===== src/fcu_pkg.sv =====
package fcu_pkg;

  // default sizes
  localparam int ANGLE_BITS_DEF    = 16;
  localparam int POSITION_BITS_DEF = 32;

  // shift-add multiplier operand widths, shared by both multiplier instances
  localparam int MUL_AW = 34;
  localparam int MUL_BW = 18;
  localparam int MUL_PW = MUL_AW + MUL_BW;

  localparam logic [15:0] SPEED_RESET = 16'd1280;

  // quarter sine polynomial coefficients
  localparam logic [16:0] POLY_A = 17'd102944;
  localparam logic [15:0] POLY_B = 16'd42047;
  localparam logic [12:0] POLY_C = 13'd4640;

  localparam logic [15:0] Q14_ONE = 16'd16384;

  // rounding offsets for full products and saturation bounds for the shifted results
  localparam logic signed [MUL_PW-1:0] RND14  = MUL_PW'(8192);
  localparam logic signed [MUL_PW-1:0] RND22  = MUL_PW'(2097152);
  localparam logic signed [MUL_PW-1:0] SAT_HI = MUL_PW'(16384);
  localparam logic signed [MUL_PW-1:0] SAT_LO = MUL_PW'(-16384);

  typedef struct packed {
    logic [15:0]        frame_time;
    logic signed [15:0] cursor_x;
    logic signed [15:0] cursor_y;
    logic               key_forward;
    logic               key_back;
    logic               key_left;
    logic               key_right;
    logic               drag;
  } in_item_t;

  typedef struct packed {
    logic signed [31:0] pos_x;
    logic signed [31:0] pos_z;
    logic signed [15:0] fwd_x;
    logic signed [15:0] fwd_y;
    logic signed [15:0] fwd_z;
    logic signed [15:0] right_x;
    logic signed [15:0] right_z;
    logic signed [15:0] up_x;
    logic signed [15:0] up_y;
    logic signed [15:0] up_z;
  } out_item_t;

  typedef enum logic [2:0] {
    SIN_IDLE,
    SIN_SQ,
    SIN_C,
    SIN_T,
    SIN_A
  } sine_state_t;

  typedef enum logic [4:0] {
    M_IDLE,
    M_SH0,
    M_CH0,
    M_D,
    M_AX,
    M_AZ,
    M_TH,
    M_TT,
    M_SH,
    M_CH,
    M_ST,
    M_CT,
    M_FX,
    M_FZ,
    M_UX,
    M_UZ,
    M_U1,
    M_U2,
    M_OUT
  } main_state_t;

  // round half up from Q28 to Q14 and limit to one
  function automatic logic signed [15:0] rnd_sat14(input logic signed [MUL_PW-1:0] p);
    logic signed [MUL_PW-1:0] r;
    r = (p + RND14) >>> 14;
    if (r > SAT_HI) begin
      r = SAT_HI;
    end else if (r < SAT_LO) begin
      r = SAT_LO;
    end
    return 16'(r);
  endfunction

endpackage


===== src/fly_camera_update_top.sv =====
// the block takes no new frame until its result has entered the output register; the sequence
// is six quarter sine evaluations of four 18-step shift-add multiplies each plus nine more
// such multiplies, eleven when drag is high
// reset: heading, tilt, position, last cursor and seen flag clear, move_speed goes to 5.0,
// the output register empties and the block is ready for a frame on the next cycle
module fly_camera_update_top import fcu_pkg::*; #(
  parameter int ANGLE_BITS    = ANGLE_BITS_DEF,
  parameter int POSITION_BITS = POSITION_BITS_DEF
) (
  input  logic        clk,
  input  logic        rst,
  input  logic        in_valid,
  output logic        in_stall,
  input  in_item_t    in_data,
  output logic        out_valid,
  input  logic        out_stall,
  output out_item_t   out_data,
  input  logic        cfg_valid,
  output logic        cfg_ready,
  input  logic [15:0] cfg_data
);

  localparam int TILT_W = 40;
  localparam logic [63:0] TURN_STEP =
    (64'd1591549431 * (64'd1 << ANGLE_BITS) + 64'd500000000000) / 64'd1000000000000;
  localparam logic [63:0] TILT_LIMIT =
    (64'd238732415 * (64'd1 << ANGLE_BITS) + 64'd500000000) / 64'd1000000000;
  localparam logic signed [MUL_BW-1:0] TS_B   = MUL_BW'(TURN_STEP);
  localparam logic signed [TILT_W-1:0] TL_HI  = TILT_W'(TILT_LIMIT);
  localparam logic signed [TILT_W-1:0] TL_LO  = -TL_HI;
  localparam logic [ANGLE_BITS-1:0]    QUARTER = {2'b01, {(ANGLE_BITS-2){1'b0}}};

  main_state_t state, state_next, succ;
  logic        issued, issued_next;

  // persistent state
  logic [15:0]                     move_speed;
  logic [ANGLE_BITS-1:0]           heading;
  logic signed [ANGLE_BITS-1:0]    tilt;
  logic signed [POSITION_BITS-1:0] pos_x, pos_z;
  logic signed [15:0]              last_x, last_y;
  logic                            seen;

  // per-frame working registers
  logic [15:0]          ftime;
  logic                 kf, kb, kl, kr, drag_r;
  logic signed [16:0]   dx, dy;
  logic signed [15:0]   sh, ch, st, ct, fx, fz, ux, uz, uy;
  logic [31:0]          travel;
  logic signed [MUL_PW-1:0] p1;

  logic                 in_xfer, out_free, is_sine, is_mul, unit_done;
  logic                 sine_start, sine_done, mul_start, mul_done;
  logic [ANGLE_BITS-1:0] sine_angle;
  logic signed [15:0]   sine_val;
  logic signed [MUL_AW-1:0] mul_a;
  logic signed [MUL_BW-1:0] mul_b;
  logic signed [MUL_PW-1:0] mul_p, pstep;
  logic signed [17:0]   sh_e, ch_e, ax, az;
  logic signed [TILT_W-1:0] tilt_raw, tilt_clamp;

  assign in_stall  = (state != M_IDLE);
  assign in_xfer   = in_valid && !in_stall;
  assign out_free  = !out_valid || !out_stall;
  assign cfg_ready = 1'b1;

  // movement direction from keys, opposing keys cancel
  always_comb begin
    sh_e = 18'(sh);
    ch_e = 18'(ch);
    ax   = '0;
    az   = '0;
    if (kf && !kb) begin
      ax = ax + sh_e;
      az = az + ch_e;
    end else if (kb && !kf) begin
      ax = ax - sh_e;
      az = az - ch_e;
    end
    if (kl && !kr) begin
      ax = ax + ch_e;
      az = az - sh_e;
    end else if (kr && !kl) begin
      ax = ax - ch_e;
      az = az + sh_e;
    end
  end

  // unit kind per step
  always_comb begin
    is_sine = (state == M_SH0) || (state == M_CH0) || (state == M_SH) ||
              (state == M_CH) || (state == M_ST) || (state == M_CT);
    is_mul  = !is_sine && (state != M_IDLE) && (state != M_OUT);
    unit_done = is_sine ? sine_done : mul_done;
  end

  // sine angle select
  always_comb begin
    unique case (state)
      M_CH0, M_CH: sine_angle = heading + QUARTER;
      M_ST:        sine_angle = tilt;
      M_CT:        sine_angle = tilt + QUARTER;
      default:     sine_angle = heading;
    endcase
  end

  // multiplier operand select
  always_comb begin
    mul_a = '0;
    mul_b = '0;
    unique case (state)
      M_D: begin
        mul_a = MUL_AW'(move_speed);
        mul_b = MUL_BW'(ftime);
      end
      M_AX: begin
        mul_a = MUL_AW'(travel);
        mul_b = ax;
      end
      M_AZ: begin
        mul_a = MUL_AW'(travel);
        mul_b = az;
      end
      M_TH: begin
        mul_a = MUL_AW'(dx);
        mul_b = TS_B;
      end
      M_TT: begin
        mul_a = MUL_AW'(dy);
        mul_b = TS_B;
      end
      M_FX: begin
        mul_a = MUL_AW'(sh);
        mul_b = MUL_BW'(ct);
      end
      M_FZ: begin
        mul_a = MUL_AW'(ch);
        mul_b = MUL_BW'(ct);
      end
      M_UX: begin
        mul_a = MUL_AW'(sh);
        mul_b = MUL_BW'(st);
      end
      M_UZ: begin
        mul_a = MUL_AW'(ch);
        mul_b = MUL_BW'(st);
      end
      M_U1: begin
        mul_a = -MUL_AW'(sh);
        mul_b = MUL_BW'(fx);
      end
      M_U2: begin
        mul_a = MUL_AW'(ch);
        mul_b = MUL_BW'(fz);
      end
      default: begin
        mul_a = '0;
      end
    endcase
  end

  fcu_sine #(
    .ANGLE_BITS (ANGLE_BITS)
  ) u_sine (
    .clk   (clk),
    .rst   (rst),
    .start (sine_start),
    .angle (sine_angle),
    .done  (sine_done),
    .value (sine_val)
  );

  fcu_mul u_mul (
    .clk   (clk),
    .rst   (rst),
    .start (mul_start),
    .a     (mul_a),
    .b     (mul_b),
    .done  (mul_done),
    .prod  (mul_p)
  );

  // step order
  always_comb begin
    unique case (state)
      M_IDLE: succ = M_SH0;
      M_SH0:  succ = M_CH0;
      M_CH0:  succ = M_D;
      M_D:    succ = M_AX;
      M_AX:   succ = M_AZ;
      M_AZ:   succ = drag_r ? M_TH : M_SH;
      M_TH:   succ = M_TT;
      M_TT:   succ = M_SH;
      M_SH:   succ = M_CH;
      M_CH:   succ = M_ST;
      M_ST:   succ = M_CT;
      M_CT:   succ = M_FX;
      M_FX:   succ = M_FZ;
      M_FZ:   succ = M_UX;
      M_UX:   succ = M_UZ;
      M_UZ:   succ = M_U1;
      M_U1:   succ = M_U2;
      M_U2:   succ = M_OUT;
      M_OUT:  succ = M_IDLE;
      default: succ = M_IDLE;
    endcase
  end

  // sequencer
  always_comb begin
    state_next  = state;
    issued_next = issued;
    sine_start  = 1'b0;
    mul_start   = 1'b0;
    priority if (state == M_IDLE) begin
      if (in_xfer) begin
        state_next  = succ;
        issued_next = 1'b0;
      end
    end else if (state == M_OUT) begin
      if (out_free) begin
        state_next = succ;
      end
    end else begin
      if (!issued) begin
        sine_start  = is_sine;
        mul_start   = is_mul;
        issued_next = 1'b1;
      end else if (unit_done) begin
        state_next  = succ;
        issued_next = 1'b0;
      end
    end
  end

  // position step and new tilt
  always_comb begin
    pstep      = (mul_p + RND22) >>> 22;
    tilt_raw   = TILT_W'(tilt) - TILT_W'(mul_p);
    tilt_clamp = tilt_raw;
    if (tilt_raw > TL_HI) begin
      tilt_clamp = TL_HI;
    end else if (tilt_raw < TL_LO) begin
      tilt_clamp = TL_LO;
    end
  end

  // control and camera state
  always_ff @(posedge clk) begin
    if (rst) begin
      state      <= M_IDLE;
      issued     <= 1'b0;
      out_valid  <= 1'b0;
      move_speed <= SPEED_RESET;
      heading    <= '0;
      tilt       <= '0;
      pos_x      <= '0;
      pos_z      <= '0;
      last_x     <= '0;
      last_y     <= '0;
      seen       <= 1'b0;
    end else begin
      state  <= state_next;
      issued <= issued_next;
      if (cfg_valid && cfg_ready) begin
        move_speed <= cfg_data;
      end
      if (in_xfer) begin
        seen   <= 1'b1;
        last_x <= in_data.cursor_x;
        last_y <= in_data.cursor_y;
      end
      if (issued && mul_done) begin
        unique case (state)
          M_AX:    pos_x   <= pos_x + pstep[POSITION_BITS-1:0];
          M_AZ:    pos_z   <= pos_z + pstep[POSITION_BITS-1:0];
          M_TH:    heading <= heading - mul_p[ANGLE_BITS-1:0];
          M_TT:    tilt    <= ANGLE_BITS'(tilt_clamp);
          default: begin
          end
        endcase
      end
      // output register
      if (state == M_OUT && out_free) begin
        out_valid <= 1'b1;
      end else if (!out_stall) begin
        out_valid <= 1'b0;
      end
    end
  end

  // frame working registers
  always_ff @(posedge clk) begin
    if (in_xfer) begin
      ftime  <= in_data.frame_time;
      kf     <= in_data.key_forward;
      kb     <= in_data.key_back;
      kl     <= in_data.key_left;
      kr     <= in_data.key_right;
      drag_r <= in_data.drag;
      dx     <= seen ? (17'(in_data.cursor_x) - 17'(last_x)) : '0;
      dy     <= seen ? (17'(in_data.cursor_y) - 17'(last_y)) : '0;
    end
    if (issued && sine_done) begin
      unique case (state)
        M_SH0, M_SH: sh <= sine_val;
        M_CH0, M_CH: ch <= sine_val;
        M_ST:        st <= sine_val;
        M_CT:        ct <= sine_val;
        default: begin
        end
      endcase
    end
    if (issued && mul_done) begin
      unique case (state)
        M_D:  travel <= mul_p[31:0];
        M_FX: fx   <= rnd_sat14(mul_p);
        M_FZ: fz   <= rnd_sat14(mul_p);
        M_UX: ux   <= rnd_sat14(mul_p);
        M_UZ: uz   <= rnd_sat14(mul_p);
        M_U1: p1   <= mul_p;
        M_U2: uy   <= rnd_sat14(p1 - mul_p);
        default: begin
        end
      endcase
    end
    if (state == M_OUT && out_free) begin
      out_data.pos_x   <= 32'(pos_x);
      out_data.pos_z   <= 32'(pos_z);
      out_data.fwd_x   <= fx;
      out_data.fwd_y   <= st;
      out_data.fwd_z   <= fz;
      out_data.right_x <= ch;
      out_data.right_z <= -sh;
      out_data.up_x    <= ux;
      out_data.up_y    <= uy;
      out_data.up_z    <= uz;
    end
  end

endmodule


===== src/fcu_mul.sv =====
module fcu_mul import fcu_pkg::*; (
  input  logic                     clk,
  input  logic                     rst,
  input  logic                     start,
  input  logic signed [MUL_AW-1:0] a,
  input  logic signed [MUL_BW-1:0] b,
  output logic                     done,
  output logic signed [MUL_PW-1:0] prod
);

  localparam int CW = $clog2(MUL_BW);

  logic                     busy;
  logic [CW-1:0]            cnt;
  logic signed [MUL_PW-1:0] mcand;
  logic [MUL_BW-1:0]        mplier;
  logic signed [MUL_PW-1:0] addend;

  // one multiplier bit per cycle, top bit carries negative weight
  always_comb begin
    addend = '0;
    if (mplier[0]) begin
      addend = (cnt == CW'(MUL_BW - 1)) ? -mcand : mcand;
    end
  end

  // control
  always_ff @(posedge clk) begin
    if (rst) begin
      busy <= 1'b0;
      done <= 1'b0;
      cnt  <= '0;
    end else begin
      done <= 1'b0;
      if (start && !busy) begin
        busy <= 1'b1;
        cnt  <= '0;
      end else if (busy) begin
        cnt <= cnt + 1'b1;
        if (cnt == CW'(MUL_BW - 1)) begin
          busy <= 1'b0;
          done <= 1'b1;
        end
      end
    end
  end

  // shift-add datapath
  always_ff @(posedge clk) begin
    if (start && !busy) begin
      mcand  <= MUL_PW'(a);
      mplier <= b;
      prod   <= '0;
    end else if (busy) begin
      prod   <= prod + addend;
      mcand  <= mcand <<< 1;
      mplier <= mplier >> 1;
    end
  end

endmodule


===== src/fcu_sine.sv =====
module fcu_sine import fcu_pkg::*; #(
  parameter int ANGLE_BITS = ANGLE_BITS_DEF
) (
  input  logic                  clk,
  input  logic                  rst,
  input  logic                  start,
  input  logic [ANGLE_BITS-1:0] angle,
  output logic                  done,
  output logic signed [15:0]    value
);

  localparam int FW = ANGLE_BITS - 2;

  sine_state_t state, state_next;
  logic        issued, issued_next;
  logic        mul_start, mul_done;
  logic signed [MUL_AW-1:0] mul_a;
  logic signed [MUL_BW-1:0] mul_b;
  logic signed [MUL_PW-1:0] mul_p;

  logic [FW+15:0] frac_wide;
  logic [16:0]    u, x_in;
  logic           neg;
  logic [16:0]    x, x2, w;
  logic [15:0]    tq;
  logic [17:0]    yr;
  logic [15:0]    mag;

  // quadrant fold: fraction of a quarter turn scaled to 16 bits
  always_comb begin
    frac_wide = {angle[FW-1:0], 16'b0} >> FW;
    u         = frac_wide[16:0];
    x_in      = angle[FW] ? (17'd65536 - u) : u;
  end

  // operand select per polynomial step
  always_comb begin
    mul_a = '0;
    mul_b = '0;
    unique case (state)
      SIN_SQ: begin
        mul_a = MUL_AW'(x);
        mul_b = MUL_BW'(x);
      end
      SIN_C: begin
        mul_a = MUL_AW'(x2);
        mul_b = MUL_BW'(POLY_C);
      end
      SIN_T: begin
        mul_a = MUL_AW'(tq);
        mul_b = MUL_BW'(x2);
      end
      SIN_A: begin
        mul_a = MUL_AW'(w);
        mul_b = MUL_BW'(x);
      end
      default: begin
        mul_a = '0;
      end
    endcase
  end

  fcu_mul u_mul (
    .clk   (clk),
    .rst   (rst),
    .start (mul_start),
    .a     (mul_a),
    .b     (mul_b),
    .done  (mul_done),
    .prod  (mul_p)
  );

  // sequencer
  always_comb begin
    state_next  = state;
    issued_next = issued;
    mul_start   = 1'b0;
    unique case (state)
      SIN_IDLE: begin
        if (start) begin
          state_next  = SIN_SQ;
          issued_next = 1'b0;
        end
      end
      SIN_SQ, SIN_C, SIN_T, SIN_A: begin
        if (!issued) begin
          mul_start   = 1'b1;
          issued_next = 1'b1;
        end else if (mul_done) begin
          issued_next = 1'b0;
          unique case (state)
            SIN_SQ:  state_next = SIN_C;
            SIN_C:   state_next = SIN_T;
            SIN_T:   state_next = SIN_A;
            default: state_next = SIN_IDLE;
          endcase
        end
      end
      default: begin
        state_next = SIN_IDLE;
      end
    endcase
  end

  always_ff @(posedge clk) begin
    if (rst) begin
      state  <= SIN_IDLE;
      issued <= 1'b0;
      done   <= 1'b0;
    end else begin
      state  <= state_next;
      issued <= issued_next;
      done   <= (state == SIN_A) && issued && mul_done;
    end
  end

  // final rounding to q14 and limit
  always_comb begin
    yr  = 18'(mul_p[32:16]) + 18'd2;
    mag = (yr[17:2] > Q14_ONE) ? Q14_ONE : yr[17:2];
  end

  // step results
  always_ff @(posedge clk) begin
    if (state == SIN_IDLE && start) begin
      neg <= angle[ANGLE_BITS-1];
      x   <= x_in;
    end
    if (issued && mul_done) begin
      unique case (state)
        SIN_SQ: x2 <= mul_p[32:16];
        SIN_C:  tq <= POLY_B - mul_p[31:16];
        SIN_T:  w  <= POLY_A - mul_p[32:16];
        SIN_A:  value <= neg ? -signed'(mag) : signed'(mag);
        default: begin
        end
      endcase
    end
  end

endmodule


===== config.mk =====
export PLATFORM = sky130hd
export DESIGN_NAME = fly_camera_update_top
export DESIGN_NICKNAME = d
export VERILOG_FILES = /design/src/fcu_pkg.sv /design/src/fly_camera_update_top.sv /design/src/fcu_mul.sv /design/src/fcu_sine.sv
export SDC_FILE = /design/constraint.sdc
export NUM_CORES = 2
export LEC_CHECK = 0
export ABC_AREA = 1
export BUFFER_PORTS_ARGS = -buffer_cell sky130_fd_sc_hd__buf_2
export CAP_MARGIN = 10
export CORE_MARGIN = 4
export CORE_UTILIZATION = 45
export CTS_BUF_LIST = sky130_fd_sc_hd__clkbuf_8
export DETAILED_ROUTE_END_ITERATION = 10
export HOLD_SLACK_MARGIN = 0.12
export PLACE_DENSITY = 0.59
export SLEW_MARGIN = 10
export SYNTH_ARGS = -nofsm -noshare
export SYNTH_HDL_FRONTEND = slang
export SYNTH_HIERARCHICAL = 1
export SYNTH_SLANG_ARGS = --single-unit

===== constraint.sdc =====
create_clock -name clk -period 27.2 [get_ports clk]
set_input_delay 2.72 -clock clk [delete_from_list [all_inputs] [get_ports clk]]
set_output_delay 2.72 -clock clk [all_outputs]
set_load 0.01 [all_outputs]

Yosys cells after proc, flatten, opt, wreduce, memory -nomap -nowiden --
Index checks and enable logic that the tools add are counted.
Word-level totals: bits in registers 974, input bits 74, output and inout port bits 195, logic and storage cells 287
Operators by class: add/sub/neg operators 31, $lt $le $gt $ge 7, equal/unequal tests 32, mux-type cells 74, bitwise operators 2, reduce and logical (&&, ||, !) cells 78
Operators with widths (count):
- $mux W52 | 8
- $pmux W34 S7 | 1
- $mux W18 | 12
- $pmux W18 S8 | 1
- $mux W16 | 8
- $add A52 B15 Y52 const B | 2
- $add A52 B52 Y52 | 2
- $neg A52 Y52 | 2
- $pmux W5 S18 | 1
- $gt A38 B16 Y1 const B | 2
- $lt A38 B15 Y1 const B | 2
- $pmux W17 S4 | 1
- $add A32 B32 Y32 | 2
- $add A52 B23 Y52 const B | 1
- $sub A52 B52 Y52 | 1
- $pmux W17 S3 | 1
- $pmux W16 S3 | 1
- $reduce_and A2 Y1 | 21
- $eq A5 B4 Y1 const B | 8
- $gt A40 B15 Y1 const B | 1
- $lt A40 B15 Y1 const B | 1
- $sub A16 B40 Y40 | 1
- $add A18 B16 Y18 | 2
- $sub A18 B16 Y18 | 2
- other kinds (44) | 140

Logic depth before layout (Yosys ltp) --
depth after elaboration 14, gate-level depth with buffers 29, gate-level depth less buffers 29

By module --
The synthesis kept the hierarchy.
By module, submodules not included:
- fly_camera_update_top | instances 1, cells each 5271, area each 41514.8 µm², sequential area each 17306.6 µm²
- fcu_mul at u_sine.u_mul | instances 1, cells each 1572, area each 10381.2 µm², sequential area each 3283.1 µm²
- fcu_mul at u_mul | instances 1, cells each 1554, area each 10209.8 µm², sequential area each 3283.1 µm²
- fcu_sine | instances 1, cells each 588, area each 5026.1 µm², sequential area each 2562.5 µm²

Worst setup path before layout --
Ideal clock, no wire load.
path kind in2reg, start input port out_stall, end register out_data[0] (netlist bit), enable pin, library setup time 0.746 ns, data arrival time 10.758 ns, data required time 26.454 ns, setup slack 15.695 ns, stages 3, path buffers 0, cell sequence nand2_1 inv_1 nor2_1
On the way: longest elaborated chain between the ends 3
Ends and longest elaborated chain:
- start, declared | RTL line fly_camera_update_top.sv:16 | input logic out_stall,
- $logic_not A1 Y1
- $logic_or A1 B1 Y1 | RTL line fly_camera_update_top.sv:64 | assign out_free = !out_valid || !out_stall;
- $logic_and A1 B1 Y1 | RTL line fly_camera_update_top.sv:327 | if (state == M_OUT && out_free) begin
- end, declared | RTL line fly_camera_update_top.sv:17 | output out_item_t out_data,
No other way between the ends. A chain may end at the register's enable or synchronous reset.

==> results_dict.tcl <==
set metrics [dict create \
    row_count 137 \
    place.gp.congestion 0.984 \
    finalClockSkew_ns 0.0433 \
    cts.path.max_buffers 3 \
    die_y_microns 383 \
    grt_overflow 0 \
    cts-buffers-inserted 167 \
    wire_per_inst_microns 21.3 \
    drc 0 \
    clk_latency_ns 0.95 \
    worstHoldPathType "flip-flop to flip-flop" \
    min_period_over_period_pct 18.3 \
    grt_max_degree 163 \
    area_delta_synth_final_pct 11.0 \
    setup_viol 0 \
    cts_tree "built" \
    cts_root_buf "clkbuf_8" \
    max_slew_margin_pct 22.5 \
    path_class "flip-flop to flip-flop" \
    critPathArrivalTime_ns 5.65 \
    drt_wl_total_microns 228000 \
    dp_hpwl_microns 178000 \
    worstMarginPinSlew_ns 1.15 \
    clock_sinks 934 \
    viasPerCell 5.53 \
    tns_ns 0 \
    dp_cells 10400 \
    track_usage_pct 30.0 \
    coreArea_sq_um 140000 \
    final_core_util_pct 50.3 \
    cap_violations 0 \
    yosysWarnings 6 \
    cp-end-kind "flip-flop" \
    antenna_found_initial 13 \
    post_cts_resized 0 \
    first_iter_violations 5843 \
    ios 269 \
    drive_gt1_share_pct 9.29 \
    power_density_nw_per_um2 93.0 \
    rsz0062_at_grt "false" \
    initial_core_util_pct 45.4 \
    syn-cell-area_sq_um 63400 \
    clk_pin_slew_ns 0.06 \
    first_pass_iters 6 \
    crit_fanout 89 \
    slew_violations 0 \
    hold_viol 0 \
    die_w_microns 383 \
    netlist_instances 8375 \
    hold-worst-slack_ns 0.403 \
    num_vias 59300 \
    ctsHoldBuffers 0 \
    required_ns 27.87 \
    start_kind "flip-flop" \
    grt_pass1_wl_microns 337000 \
    ant_nets 0 \
    htree_levels 4 \
    nNetsFinal 9195 \
    min_period_ns 4.98 \
    final_cells 10700 \
    io_buffer_count 267 \
    avgSynthCellArea_sq_um 7.57 \
    fmax_ghz 0.201 \
    outcome "finished clean" \
    peakVddDrop_v 0.0000633 \
    leakagePower_nw 31.3 \
    post_cts_buffers 0 \
    dieArea_sq_um 147000 \
    first_global_vias 54500 \
]
[per-layer routing]
metal	global-route usage, %	wire length (microns)	up-vias	part of all wire [%]
met2	45.3	97600	2245	43
li1	-	-	28700	-
met4	8.28	5800	4	2.5
met1	44.0	106000	28000	47
met3	5.46	18500	321	8.1
met5	0	29	-	0.013
[registers in the layout, summed over array words and instances (netlist names), 18 cells and up]
signal               count
out_data               192
p1                      52
pos_x                   32
pos_z                   32
travel                  32
u_mul/mcand             52
u_mul/mplier            18
u_mul/prod              52
u_sine/u_mul/mcand      33
u_sine/u_mul/mplier     18
u_sine/u_mul/prod       33
[layout by cell type, fill, tap and decap left out, drive strengths merged, types with 13 or more instances in the layout]
cell type,instances
o31ai,13
a21o,16
a221oi,33
nand4,127
a21oi,688
o211ai,38
xnor2,34
nand2,2195
xor2,172
or2,25
o21a,28
edfxtp,678
nand3b,28
o2111ai,38
o21ai,661
a31oi,27
buf,316
nor4,30
a211oi,19
inv,1146
clkinv,67
clkbuf,184
nor3,128
o21bai,43
ha,422
conb,18
nor2,911
o22ai,15
dfxtp,256
nand3,371
[layout make-up]
type                       instances  area, sq um
clock buffer                     184         2530
clock inverter                   126          963
timing repair buffer             316         1720
fill                           13900        69400
multi-input combinational       6163        33100
antenna                            8         20.0
sequential                       934        25500
tap                             1876         2350
inverter                        1105         4150
[power by group]
part	leakage [nW]	internal [W]	switching, W
Sequential	8.25	0.00189	0.000257
Combinational	21.1	0.000866	0.00213
Clock	1.94	0.000747	0.000654
Total	31.3	0.00350	0.00304
[critical path, stage by stage, from the launching register on]
cell	delay (ns)
dfxtp_1	0.36
nand2_1	0.11
nor2_1	0.04
inv_1	0.22
nor2_1	0.17
nor2_2	0.39
inv_1	0.37
nor2_1	0.38
nand2_1	0.12
nor2_1	0.24
inv_1	0.33
nor2_4	0.15
buf_4	0.71
inv_1	0.59
buf_4	0.38
nand2_1	0.10
nand2_1	0.05
[worst paths after layout]
path,depth (start not counted),end,slack [ns],start
worst max-delay path,16,u_mul/mplier[4],22.22,state[1]
worst min-delay path,0,out_data[10],0.40,uz[10]
worst max register to register,16,u_mul/mplier[4],22.22,state[1]
worst min register to register,0,out_data[10],0.40,uz[10]
[stage by stage]
stage	total power [W]	cell area, sq um	setup slack, ns
floorplan	0.00411	63400	15.70
global placement	0.00507	66800	21.89
detailed placement	0.00509	66800	21.85
CTS	0.00652	70300	22.30
global route	0.00699	70300	21.76
finish	0.00654	70300	22.22
Note: power is estimated with default switching activity, not from simulation.
